$ cat src/design/btsr_pkg.sv
// Package for the bit-timed serial frame receiver: payload structs, phase
// enum, frame constants and register addresses. No dependencies.
package btsr_pkg;

  localparam int DATA_BITS = 16;   // data bits sampled per frame
  localparam int GAP_BITS  = 2;    // bit periods between stop and next start
  localparam int FRAME_W   = 16;   // bits kept in frame_data
  localparam int IDX_W     = 5;    // bit_index width
  localparam int TICK_W    = 16;
  localparam int SEL_W     = $clog2(FRAME_W);

  localparam int CFG_ADDR_W = 3;
  localparam int CFG_DATA_W = 32;
  localparam logic [CFG_ADDR_W-1:0] CFG_ADDR_BIT_TICKS      = 3'd0;
  localparam logic [CFG_ADDR_W-1:0] CFG_ADDR_HALF_BIT_TICKS = 3'd4;

  localparam logic [TICK_W-1:0] BIT_TICKS_RST      = 16'd16;
  localparam logic [TICK_W-1:0] HALF_BIT_TICKS_RST = 16'd8;

  typedef enum logic [2:0] {
    PH_IDLE,
    PH_START,
    PH_DATA,
    PH_STOP,
    PH_GAP
  } phase_t;

  typedef struct packed {
    logic trigger_line;
    logic data_line;
  } in_item_t;

  typedef struct packed {
    logic [FRAME_W-1:0] frame_data;
    logic               start_level;
    logic               stop_level;
    logic               framing_error;
    logic               last_of_packet;
  } out_item_t;

endpackage

$ cat src/design/bit_timed_serial_frame_receiver.sv
// Bit-timed serial frame receiver: one line sample per word, two 16-bit frames
// per packet, APB-style register port. Depends on btsr_pkg.
// A word is registered, then processed; its frame (if any) is registered for
// out_valid. Throughput: one word per cycle, set by the single input register
// feeding state update and result register, unless a frame waits on out_stall.
// Reset (rst_n low, synchronous): idle phase, empty pipeline, bit_ticks 16,
// half_bit_ticks 8.
module bit_timed_serial_frame_receiver
  import btsr_pkg::*;
(
  input  logic                  clk,
  input  logic                  rst_n,
  input  logic                  in_valid,
  output logic                  in_stall,
  input  in_item_t              in_data,
  output logic                  out_valid,
  input  logic                  out_stall,
  output out_item_t             out_data,
  input  logic                  cfg_psel,
  input  logic                  cfg_penable,
  input  logic                  cfg_pwrite,
  input  logic [CFG_ADDR_W-1:0] cfg_paddr,
  input  logic [CFG_DATA_W-1:0] cfg_pwdata,
  output logic [CFG_DATA_W-1:0] cfg_prdata,
  output logic                  cfg_pready
);

  logic [TICK_W-1:0] bit_ticks_r, half_bit_ticks_r;
  logic              cfg_wr;

  logic              in_valid_r;
  in_item_t          in_r;

  phase_t            phase_r, phase_nxt, samp_phase;
  logic [TICK_W-1:0] tick_count_r, tick_count_nxt, tick_dec, period;
  logic [IDX_W-1:0]  bit_index_r, bit_index_nxt, idx_inc;
  logic [FRAME_W-1:0] shift_word_r, shift_word_nxt;
  logic              start_seen_r, start_seen_nxt;
  logic              frame_number_r, frame_number_nxt;

  logic              do_sample, take_start, produce, out_free, proceed;
  logic              out_valid_r;
  out_item_t         out_r, out_nxt;

  // ---------------- register port ----------------
  assign cfg_pready = 1'b1;
  assign cfg_wr     = cfg_psel && cfg_penable && cfg_pwrite;

  always_comb begin
    unique case (cfg_paddr)
      CFG_ADDR_BIT_TICKS:      cfg_prdata = CFG_DATA_W'(bit_ticks_r);
      CFG_ADDR_HALF_BIT_TICKS: cfg_prdata = CFG_DATA_W'(half_bit_ticks_r);
      default:                 cfg_prdata = '0;
    endcase
  end

  always_ff @(posedge clk) begin
    if (!rst_n) begin
      bit_ticks_r      <= BIT_TICKS_RST;
      half_bit_ticks_r <= HALF_BIT_TICKS_RST;
    end else if (cfg_wr) begin
      if (cfg_paddr == CFG_ADDR_BIT_TICKS)
        bit_ticks_r <= cfg_pwdata[TICK_W-1:0];
      else if (cfg_paddr == CFG_ADDR_HALF_BIT_TICKS)
        half_bit_ticks_r <= cfg_pwdata[TICK_W-1:0];
    end
  end

  // ---------------- sample logic ----------------
  assign period   = (bit_ticks_r == '0) ? TICK_W'(1) : bit_ticks_r;
  assign tick_dec = tick_count_r - TICK_W'(tick_count_r != '0);
  assign idx_inc  = bit_index_r + IDX_W'(1);

  always_comb begin
    phase_nxt        = phase_r;
    tick_count_nxt   = tick_count_r;
    bit_index_nxt    = bit_index_r;
    shift_word_nxt   = shift_word_r;
    start_seen_nxt   = start_seen_r;
    frame_number_nxt = frame_number_r;
    samp_phase       = phase_r;
    do_sample        = 1'b0;
    take_start       = 1'b0;
    produce          = 1'b0;

    if (phase_r == PH_IDLE) begin
      samp_phase = PH_START;
      if (!in_r.trigger_line) begin
        phase_nxt        = PH_START;
        frame_number_nxt = 1'b0;
        tick_count_nxt   = half_bit_ticks_r;
        do_sample        = (half_bit_ticks_r == '0);
      end
    end else begin
      tick_count_nxt = tick_dec;
      do_sample      = (tick_dec == '0);
    end

    if (do_sample) begin
      unique case (samp_phase)
        PH_START: take_start = 1'b1;
        PH_DATA: begin
          if (bit_index_r < IDX_W'(FRAME_W))
            shift_word_nxt[bit_index_r[SEL_W-1:0]] = in_r.data_line;
          if (({1'b0, bit_index_r} + (IDX_W+1)'(1)) >= (IDX_W+1)'(DATA_BITS))
            phase_nxt = PH_STOP;
          else
            bit_index_nxt = idx_inc;
          tick_count_nxt = period;
        end
        PH_STOP: begin
          produce = 1'b1;
          bit_index_nxt = '0;
          if (!frame_number_r) begin
            frame_number_nxt = 1'b1;
            phase_nxt        = PH_GAP;
            tick_count_nxt   = period;
          end else begin
            frame_number_nxt = 1'b0;
            phase_nxt        = PH_IDLE;
            tick_count_nxt   = '0;
          end
        end
        PH_GAP: begin
          bit_index_nxt = idx_inc;
          // gap of zero bits still waits one bit period
          if (idx_inc >= IDX_W'(GAP_BITS))
            take_start = 1'b1;
          else
            tick_count_nxt = period;
        end
        default: phase_nxt = PH_IDLE;
      endcase
    end

    if (take_start) begin
      start_seen_nxt = in_r.data_line;
      shift_word_nxt = '0;
      bit_index_nxt  = '0;
      phase_nxt      = PH_DATA;
      tick_count_nxt = period;
    end

    out_nxt.frame_data     = shift_word_r;
    out_nxt.start_level    = start_seen_r;
    out_nxt.stop_level     = in_r.data_line;
    out_nxt.framing_error  = start_seen_r || !in_r.data_line;
    out_nxt.last_of_packet = frame_number_r;
  end

  // ---------------- flow control ----------------
  assign out_free = !out_valid_r || !out_stall;
  assign proceed  = in_valid_r && (!produce || out_free);
  assign in_stall = in_valid_r && !proceed;

  always_ff @(posedge clk) begin
    if (!rst_n) begin
      in_valid_r <= 1'b0;
    end else if (in_valid && !in_stall) begin
      in_valid_r <= 1'b1;
    end else if (proceed) begin
      in_valid_r <= 1'b0;
    end
  end

  always_ff @(posedge clk) begin
    if (in_valid && !in_stall)
      in_r <= in_data;
  end

  always_ff @(posedge clk) begin
    if (!rst_n) begin
      phase_r        <= PH_IDLE;
      tick_count_r   <= '0;
      bit_index_r    <= '0;
      shift_word_r   <= '0;
      start_seen_r   <= 1'b0;
      frame_number_r <= 1'b0;
    end else if (proceed) begin
      phase_r        <= phase_nxt;
      tick_count_r   <= tick_count_nxt;
      bit_index_r    <= bit_index_nxt;
      shift_word_r   <= shift_word_nxt;
      start_seen_r   <= start_seen_nxt;
      frame_number_r <= frame_number_nxt;
    end
  end

  always_ff @(posedge clk) begin
    if (!rst_n) begin
      out_valid_r <= 1'b0;
    end else if (proceed && produce) begin
      out_valid_r <= 1'b1;
    end else if (!out_stall) begin
      out_valid_r <= 1'b0;
    end
  end

  always_ff @(posedge clk) begin
    if (proceed && produce)
      out_r <= out_nxt;
  end

  assign out_valid = out_valid_r;
  assign out_data  = out_r;

endmodule

$ cat config.mk
export PLATFORM = sky130hd
export DESIGN_NAME = bit_timed_serial_frame_receiver
export DESIGN_NICKNAME = d
export VERILOG_FILES = /design/src/design/btsr_pkg.sv /design/src/design/bit_timed_serial_frame_receiver.sv
export SDC_FILE = /design/constraint.sdc
export NUM_CORES = 1
export LEC_CHECK = 0
export BUFFER_PORTS_ARGS = -buffer_cell sky130_fd_sc_hd__clkbuf_2
export CAP_MARGIN = 20
export CORE_MARGIN = 2
export CORE_UTILIZATION = 56
export DETAILED_ROUTE_END_ITERATION = 8
export PLACE_DENSITY = 0.88
export SLEW_MARGIN = 30
export SYNTH_ARGS = -nofsm -noshare
export SYNTH_HDL_FRONTEND = slang
export SYNTH_SLANG_ARGS = --single-unit
export TNS_END_PERCENT = 50
$ cat constraint.sdc
create_clock -name clk -period 6.45 [get_ports clk]
set_input_delay 0.645 -clock clk [delete_from_list [all_inputs] [get_ports clk]]
set_output_delay 0.645 -clock clk [all_outputs]
set_load 0.05 [all_outputs]
Word level (Yosys, flattened, before mapping)
Cells that the tools add are included.
{"block": "op_classes", "addsub": 3, "n_mul": 0, "div_mod_pow": 0, "n_lt_le_gt_ge": 5, "n_eq_ne": 7, "n_shift": 0, "mux": 44, "n_bitwise": 1, "reduce_logical": 33}
{"cell": "$mux 16", "n": 11}
{"cell": "$logic_not 16->1", "n": 3}
{"cell": "$pmux 16 s3", "n": 1}
{"cell": "$pmux 16 s2", "n": 1}
{"cell": "$mux 3", "n": 7}
{"cell": "$bwmux 16", "n": 1}
{"cell": "$mux 1", "n": 16}
{"cell": "$reduce_bool 16->1", "n": 1}
{"cell": "$sub 16x1->16", "n": 1}
{"cell": "$mux 5", "n": 3}
{"cell": "$pmux 5 s3", "n": 1}
{"cell": "$pmux 3 s3", "n": 1}
{"cell": "$reduce_and 4->1", "n": 2}
{"cell": "$reduce_bool 2->1", "n": 4}
{"cell": "$logic_and 1x1->1", "n": 7}
{"cell": "$add 5x1->6 const B", "n": 1}
{"cell": "$eq 3x2->1 const B", "n": 2}
{"cell": "$eq 3x3->1 const B", "n": 2}
{"cell": "$ge 6x5->1 const B", "n": 1}
{"cell": "$logic_not 1->1", "n": 6}
{"cell": "$logic_not 3->1", "n": 2}
{"cell": "$add 5x1->5 const B", "n": 1}
{"cell": "$ge 5x2->1 const B", "n": 1}
{"cell": "$lt 4x5->1 const B", "n": 1}
{"cell": "13 further kinds", "n": 16}
{"block": "word_totals", "ff_bits": 98, "latch_bits": 0, "ramBits": 0, "romBits": 0, "in_bits": 44, "wordCells": 110, "n_memories": 0}

Logic depth before layout (Yosys ltp)
Gate-level depths: netlist (run 1).
{"block": "depth", "word_depth": 13, "mapped_depth": 18, "mapped_depth_nobuf": 13}

Worst setup path before layout (run 1)
OpenSTA, ideal clock, no wires.
{"block": "synth_path", "path_kind": "reg-to-reg", "startpoint": "reg tick_count_r[5]", "endpoint": "reg frame_number_r", "setup_ns": 0.067, "arrival_ns": 5.777, "slack_ns": 0.606, "path_stages_with_launch": 16, "n_path_buf": 3, "path_cell_list": "dfxtp_1 -> clkbuf_1 -> nor4_2 -> buf_2 -> nand2_1 -> or4_1 -> ha_1 -> ha_1 -> or3b_1 -> buf_2 -> nand2_1 -> a211oi_1 -> o21ai_2 -> or4_1 -> nor4_1 -> o221a_2"}
{"block": "synth_between", "elab_chain_cells": 8, "word_cells_on_any_way": 9, "classes_between": "1 x add/sub; 3 x mux; 5 x reduce/logical"}
{"item": "from (decl)", "line_no": "bit_timed_serial_frame_receiver.sv:35", "source": "logic [TICK_W-1:0] tick_count_r, tick_count_nxt, tick_dec, period;"}
{"item": "from (signal assigned)", "line_no": "bit_timed_serial_frame_receiver.sv:181", "source": "tick_count_r <= tick_count_nxt;"}
{"item": "$reduce_bool 16->1", "line_no": "bit_timed_serial_frame_receiver.sv:71", "source": "assign tick_dec = tick_count_r - TICK_W'(tick_count_r != '0);"}
{"item": "$sub 16x1->16 (*)", "line_no": "bit_timed_serial_frame_receiver.sv:71"}
{"item": "$logic_not 16->1 (*)", "line_no": "bit_timed_serial_frame_receiver.sv:96", "source": "do_sample = (tick_dec == '0);"}
{"item": "$mux 1 (*)", "line_no": "bit_timed_serial_frame_receiver.sv:86", "source": "if (phase_r == PH_IDLE) begin"}
{"item": "$mux 1", "line_no": "bit_timed_serial_frame_receiver.sv:99", "source": "if (do_sample) begin"}
{"item": "$logic_not 1->1", "line_no": "bit_timed_serial_frame_receiver.sv:153", "source": "assign proceed = in_valid_r && (!produce || out_free);"}
{"item": "$logic_or 1x1->1", "line_no": "bit_timed_serial_frame_receiver.sv:153"}
{"item": "$logic_and 1x1->1", "line_no": "bit_timed_serial_frame_receiver.sv:153"}
{"item": "to (signal assigned)", "line_no": "bit_timed_serial_frame_receiver.sv:185", "source": "frame_number_r <= frame_number_nxt;"}
{"item": "to (decl)", "line_no": "bit_timed_serial_frame_receiver.sv:39", "source": "logic frame_number_r, frame_number_nxt;"}
Every way passes the cells marked *; elsewhere a longest branch is shown, timed or not.
A chain may end at the register's enable or synchronous reset.

Worst setup path after layout (run 1)
{"block": "layout_path", "startpoint": "reg tick_count_r[4]", "endpoint": "out in_stall"}
{"block": "layout_between", "elab_chain_cells": 10}
{"item": "$reduce_bool 16->1", "line_no": "bit_timed_serial_frame_receiver.sv:71"}
{"item": "$sub 16x1->16 (*)", "line_no": "bit_timed_serial_frame_receiver.sv:71"}
{"item": "$logic_not 16->1 (*)", "line_no": "bit_timed_serial_frame_receiver.sv:96"}
{"item": "$mux 1 (*)", "line_no": "bit_timed_serial_frame_receiver.sv:86"}
{"item": "$mux 1 (*)", "line_no": "bit_timed_serial_frame_receiver.sv:99"}
{"item": "$logic_not 1->1 (*)", "line_no": "bit_timed_serial_frame_receiver.sv:153"}
{"item": "$logic_or 1x1->1 (*)", "line_no": "bit_timed_serial_frame_receiver.sv:153"}
{"item": "$logic_and 1x1->1 (*)", "line_no": "bit_timed_serial_frame_receiver.sv:153"}
{"item": "$logic_not 1->1 (*)", "line_no": "bit_timed_serial_frame_receiver.sv:154", "source": "assign in_stall = in_valid_r && !proceed;"}
{"item": "$logic_and 1x1->1 (*)", "line_no": "bit_timed_serial_frame_receiver.sv:154"}
{"item": "to (decl)", "line_no": "bit_timed_serial_frame_receiver.sv:14", "source": "output logic in_stall,"}
Marks and branches as above.

==> impl_results.md, run 1 <==
* Status: completed
* Port buffer count at 65
* First-pass GRT wire length at 23300 um
* Final Slew Violations at 0
* RSZ-0062 raised after global routing: no
* Startpoint types: flip-flop
* GR Overflow Total at 0
* Family with the most delay on the worst path: simple AND/OR/NAND/NOR gates
* Ys flop type: dfxtp_1
* Post-CTS setup buffers at 0
* Remaining DRCs at 0
* Clock Skews at roughly 16 ps
* Max VDD drop at 0.152 mV
* CTS buffer count at 9
* Syn avg cell area at around 8.5 sq um
* Diode count at 0
* Async set or reset register ratio after synthesis at 0%
* Starting Density at ~58%
* Final period utilization at between 80% and 90%
* Chip width at 101 um
* Die Span Y at between 100 and 150 um
* CTS tree: done
* Crit path required time at 5800 ps
* Gr usage total at between 20% and 30%
* Clk slew on worst S/H paths at roughly 110 ps
* Final Non-Filler Cells at between 700 and 800
* Initial antenna violation count at 0
* Number of enable flip-flop cells after synthesis at 22
* Detail Route Antenna Nets at 0
* Clk sinks at approximately 100
* Final Power at about 1.3 mW
* Number of synthesized register bits at approximately 100
* Clock root cell: clkbuf_8
* Via count at 5134
* Max Buffers Root-to-Sink at 2
* Mapped cell area at roughly 5300 sq um
* Top-count cell post-synth: nand2_1
* Pleak at approximately 2.3 nW
* Setup TNS at 0 ps
* Final Cell Area at 5820 sq um
* Fmax at ~170 MHz
* Initial drt markers at approximately 650
* Avg WL per Cell at about 18 um
* Area growth syn-to-layout at 9.31%
* CP endpoint kind: output pin
* Share of the synthesized area in the top cell type at about 29%
* Cell Pwr Density at between 200 and 250 nW/um^2
* Vias per cell at approximately 6.5
* Yosys top cell by area: dfxtp_1
* Rows at 35
* Final Hold Violating Endpoints at 0
* Post-Route WL at between 10000 and 15000 um
* Largest net degree at the start of global routing at 45
* Gpl congestion at 0.949
* Crit-path max cell delay at ~670 ps
* Tmin final at 5720 ps
* Synth cell count leaders: nand2_1, dfxtp_1, a21oi_1
* Total I/O pin count at slightly below 100
* Fin Hold WS at 432 ps
* Crit-path slowest cell: or4_1
* Die area at approximately 10000 sq um
* Worst Tran Pin Value at slightly below 900 ps
* Synth Instances at between 600 and 700
* Yosys warning total at 0
* WS Path Type: flip-flop to output pin
* Worst path arrival time at approximately 5100 ps
* Seq/Total Area, Yosys at 41.0%
* Fillers at a little under 800
* Vias in the first global route at between 4000 and 5000
* Number of hold buffers added after cts at 0
* Worst min-delay path class: input port to flip-flop
* Count of unique library cells instantiated by Yosys at between 60 and 70
* Core box area at around 9000 sq um
* Buf/Inv on CP at 1
* Inst Count DP at ~770
* Nets at slightly above 700
* CP Cell Sequence: nor4_4 -> nand2_1 -> or4_1 -> ha_1 -> ha_1 -> or3b_1 -> a21oi_1 -> nor3_1 -> o21ai_1 -> or4_1 -> nor4_1 -> clkbuf_2
* Clock H-tree levels at 3
* # setup viols final at 0
* Clock Latency Late Sink at 390 ps
* Dpl hpwl at 9840 um
* DP Area at around 5600 sq um
* Ratio of cells with drive above 1 in the final layout at about 17%
* Max-cap violations at 0
* # resized after CTS at 0
* Max Fanout on Critical Path at 12
* Slew margin rel. at roughly two fifths
* DRT Pass-1 Iters at 5
* Synth top area cells: dfxtp_1, edfxtp_1, nand2_1
-- worst paths after layout --
check,startpoint,end,slack [ps],cells past startpoint
max,tick_count_r[4],in_stall,730,12
min,in_data[1],in_r[1],430,1
max reg2reg,tick_count_r[4],bit_index_r[1],1450,13
min reg2reg,shift_word_r[10],out_data[14],440,0
-- worst register-to-register path: cells and delay by family (launching register included) --
family                   cells  cell delay [ps]
flip-flops                   1              460
AND/OR/NAND/NOR              7             3200
AO/OA/AOI/OAI                4              790
adder cells (fa/ha/maj)      2              510
-- metrics by stage --
step	setup slack [ps]	util (%)
floorplan	606	-
global placement	1070	60.4
detailed placement	940	60.6
CTS	503	62.8
global route	406	63.0
finish	733	63.0
-- placed cells by master, fill, tap and decap left out, types with 3 or more instances in the layout --
cell / n
o21ai_0: 29
mux2i_1: 3
nor4_2: 3
nand2_1: 85
a21oi_1: 62
nor2_1: 28
a211oi_1: 7
ha_1: 7
o211a_1: 16
nand2b_1: 7
or4_1: 4
conb_1: 17
nor2b_1: 3
a22o_1: 19
edfxtp_1: 22
clkbuf_2: 65
and3_1: 5
xor2_1: 3
o21ai_1: 7
inv_1: 14
clkbuf_8: 9
o2111ai_1: 6
o211ai_1: 29
o31ai_1: 4
dfxtp_1: 75
nor4_1: 9
buf_4: 5
nor3_1: 16
nand4_1: 6
o22ai_1: 5
a31oi_1: 3
nand3_1: 13
and2_1: 15
-- sequential cells by signal (all words and copies together), names as in the netlist --
register,count
bit_index_r,5
bit_ticks_r,16
frame_number_r,1
half_bit_ticks_r,16
in_r,2
in_valid_r,1
out_data,20
out_valid,1
phase_r,3
shift_word_r,16
start_seen_r,1
tick_count_r,16
-- layer usage --
layer	GRT usage (%)	up-vias	share of wire (%)
li1	-	2339	-
met1	40.7	2383	41
met2	42.7	344	45
met3	5.59	68	10
met4	11.3	0	3.5
met5	0	-	0
-- power by group --
group / switching [mW] / internal, mW
clock network: 0.250 / 0.154
logic: 0.147 / 0.0737
registers: 0.0285 / 0.636
total: 0.426 / 0.863
-- layout make-up --
type | instances | area, sq um | area share (%)
Multi-Input combinational cell | 461 | 2850 | 49.0
Sequential cell | 98 | 2180 | 37.5
Timing Repair Buffer | 71 | 368 | 6.32
Tap cell | 129 | 161 | 2.77
Clock buffer | 9 | 124 | 2.13
Clock inverter | 7 | 78.8 | 1.36
Inverter | 14 | 52.6 | 0.903
-- kinds of logic after synthesis --
logic type               share of synthesized area (%)
AND/OR/NAND/NOR                                   21.4
AO/OA/AOI/OAI                                     26.8
flip-flops                                        41.0
buffers and inverters                             7.38
adder cells (fa/ha/maj)                           1.65
XOR/XNOR                                         0.823
multiplexers                                     0.776
other                                            0.141
Note: power is estimated with default switching activity, not from simulation.
==> inputs of run 2 (changes only) <==
--- a/config.mk
+++ b/config.mk
@@ -5,6 +5,7 @@
 export SDC_FILE = /design/constraint.sdc
 export NUM_CORES = 1
 export LEC_CHECK = 0
+export ABC_AREA = 1
 export BUFFER_PORTS_ARGS = -buffer_cell sky130_fd_sc_hd__clkbuf_2
 export CAP_MARGIN = 20
 export CORE_MARGIN = 2
==> run 2 against run 1 <==
  * Cell count up 11%
  * Die area fell by 1.1%
  * Hold slack improved by 11 ps
  * First-iteration DRC count is 46% lower
  * Setup slack better by 1200 ps
  * Design area down 1.8%
==> impl_results.md, run 2 <==
* Status: completed
* Largest net degree at the start of global routing at 47 (+4.4%)
* Clk sinks at 98 (unchanged)
* Syn avg cell area at 7.35 sq um (-14%)
* Seq/Total Area, Yosys at 41.5% (+0.46 points)
* Mapped cell area at 5260 sq um (-1.1%)
* Synth cell count leaders: inv_1, a21oi_1, nand2_1
* Switching pwr at 0.368 mW (-14%)
* CTS buffer count at 9 (unchanged)
* Worst min-delay path class: flip-flop to flip-flop
* Worst path arrival time at 3860 ps (-1210 ps)
* Clk slew on worst S/H paths at 90 ps (-20 ps)
* Combinational Power Share at 15.4% (-1.7 points)
* Fin Hold WS at 443 ps (+11.4 ps)
* Ratio of cells with drive above 1 in the final layout at 14.0% (-2.9 points)
* Synth top area cells: dfxtp_1, edfxtp_1, a21oi_1
* Worst r2r path cells at 22 (+9)
* Initial antenna violation count at 0 (unchanged)
* CTS tree: done
* Post-Route WL at 12800 um (-11%)
* Core box area at 9200 sq um (-0.47%)
* Worst hold path stage count at 0 (-1)
* Clock root cell: clkbuf_8
* Largest register FFs at 20 (unchanged)
* Fin worst setup slack at 1950 ps (+1210 ps)
* # resized after CTS at 0 (unchanged)
* WS Path Type: flip-flop to output pin
* Top-count cell post-synth: inv_1
* Initial drt markers at 356 (-46%)
* Final Hold Violating Endpoints at 0 (unchanged)
* Rows at 35 (unchanged)
* Synth Instances at 716 (+15%)
* Nets at 813 (+15%)
* Commonest non-fill, non-tap cell in the layout: inv_1
* Slew margin rel. at 47.3% (+6.2 points)
* Total I/O pin count at 99 (unchanged)
* Fmax at 222 MHz (+27%)
* Clock H-tree levels at 3 (unchanged)
* Number of synthesized register bits at 98 (unchanged)
* Final period utilization at 69.8% (-19 points)
* Seq pwr share at 52.3% (+0.8 points)
* Async set or reset register ratio after synthesis at 0% (unchanged)
* Setup TNS at 0 ps (unchanged)
* Max VDD drop at 0.164 mV (+7.6%)
* Clock Latency Late Sink at 380 ps (about the same)
* Ys flop type: dfxtp_1
* RSZ-0062 raised after global routing: no
* Cell Pwr Density at 217 nW/um^2 (-2.3%)
* Vias in the first global route at 4563 (-2.0%)
* Number of hold buffers added after cts at 0 (unchanged)
* Yosys top cell by area: dfxtp_1
* Chip width at 101 um (-0.53%)
* Crit path required time at 5800 ps (about the same)
* DP Area at 5520 sq um (-1.4%)
* Pleak at 2.29 nW (+1.7%)
* RR Startpoint: tick_count_r[4]
* Remaining DRCs at 0 (unchanged)
* Via count at 4950 (-3.6%)
* Clock Power Share at 32.3% (+1.0 points)
* Worst Tran Pin Value at 791 ps (-93.7 ps)
* Final core occ at 62.1% (-0.83 points)
* Die Span Y at 101 um (-0.53%)
* Flop2flop setup slack at 2030 ps (+580 ps)
* Tmin final at 4500 ps (-1210 ps)
* Final Cell Area at 5710 sq um (-1.8%)
* Post-CTS setup buffers at 0 (unchanged)
* Starting Density at 57.2% (-0.37 points)
* Switching part of the total at 29.8% (-3.3 points)
* Dpl ws at 2130 ps (+1190 ps)
* Startpoint types: flip-flop
* Share of the synthesized area in the top cell type at 28.9% (+0.32 points)
* Area growth syn-to-layout at 8.56%
* Dpl hpwl at 9040 um (-8.1%)
* # setup viols final at 0 (unchanged)
* Vias per cell at 5.64 (-13%)
* Avg WL per Cell at 14.6 um (-20%)
* Max-cap violations at 0 (unchanged)
* Max Buffers Root-to-Sink at 2 (unchanged)
* Clock Skews at 12.2 ps (-3.64 ps)
* Hold Crit Endpoint: out_data[13]
* Port buffer count at 65 (unchanged)
* Yosys warning total at 0 (unchanged)
* DRT Pass-1 Iters at 6 (+1)
* Cell-internal power at 0.869 mW (+0.63%)
* Count of unique library cells instantiated by Yosys at 40 (-42%)
* Reg2reg end: out_data[4]
* Number of enable flip-flop cells after synthesis at 22 (unchanged)
* Detail Route Antenna Nets at 0 (unchanged)
* Diode count at 0 (unchanged)
* Gr usage total at 25.8% (-2.8 points)
* Min-delay src: shift_word_r[9]
* Final Slew Violations at 0 (unchanged)
* Commonest non-fill, non-tap cells in the layout: inv_1, nand2_1, a21oi_1, nor2_1, dfxtp_1
* GR Overflow Total at 0 (unchanged)
* Max Fanout on Critical Path at 24 (+12)
* First-pass GRT wire length at 20900 um (-10%)
* Gpl congestion at 0.944 (-0.50%)
* Die area at 10200 sq um (-1.1%)
* CP endpoint kind: output pin
[run 2: worst max-delay path: stages (launching register included)]
cell and delay [ps]:
dfxtp_1 360, nor2_1 240, nand2_1 140, nor2_1 130
nand4_1 140, ha_1 260, ha_1 300, inv_1 80
nand2_1 50, nand2_1 70, nand2_1 50, nor2_1 80
nand2_1 60, nor2_1 130, nand2_1 80, nor2_1 130
nand3_2 110, nand2_4 260, inv_2 90, nor2_1 190
nand3_1 160, inv_1 80, clkbuf_2 270
[run 2: through the flow]
step	instances	power, mW
2_1_floorplan	731	0.814
3_3_place_gp	862	0.844
3_5_place_dp	862	0.848
4_1_cts	878	1.24
5_1_grt	878	1.28
6_report	878	1.24
[run 2: layout make-up]
class	count	area [sq um]
clock buffers	10	128
clock inverters	6	65.1
fillers	836	3480
inverters	104	390
multi-input cells	484	2480
flip-flops and latches	98	2180
well taps	111	139
repair buffers	65	325
[run 2: power by group through the flow]
stage / Combinational, mW / Clock [mW] / Sequential (mW)
finish: 0.191 / 0.400 / 0.647
CTS: 0.188 / 0.403 / 0.646
global route: 0.212 / 0.424 / 0.648
detailed placement: 0.187 / 0 / 0.660
global placement: 0.184 / 0 / 0.660
floorplan: 0.157 / 0 / 0.657
[run 2: worst max path at each step]
stage | to | from
5_1_grt | in_stall | tick_count_r[5]
3_3_place_gp | out_data[13] | tick_count_r[4]
4_1_cts | in_stall | tick_count_r[4]
3_5_place_dp | out_data[18] | tick_count_r[4]
6_report | in_stall | tick_count_r[4]
2_1_floorplan | in_stall | tick_count_r[4]
[run 2: metal layers]
layer | up-vias | track usage (%) | part of all wire [%]
li1 | 2452 | - | -
met1 | 2251 | 33.1 | 45
met2 | 221 | 42.4 | 47
met3 | 26 | 5.48 | 6.5
met4 | 0 | 10.4 | 1.9
met5 | - | 0 | 0
[run 2: logic make-up (layout without fill, tap and decap cells)]
kind of cell | count (synthesis) | count (layout) | share of synthesized area [%]
AOI/OAI and AO/OA | 220 | 220 | 23.7
xor gates and xnor gates | 2 | 2 | 0.333
adders and majority gates | 7 | 7 | 1.66
buffers and inverters | 149 | 185 | 12.4
DFF | 98 | 98 | 41.5
other | 2 | 17 | 0.143
and+or+nand+nor | 238 | 238 | 20.3
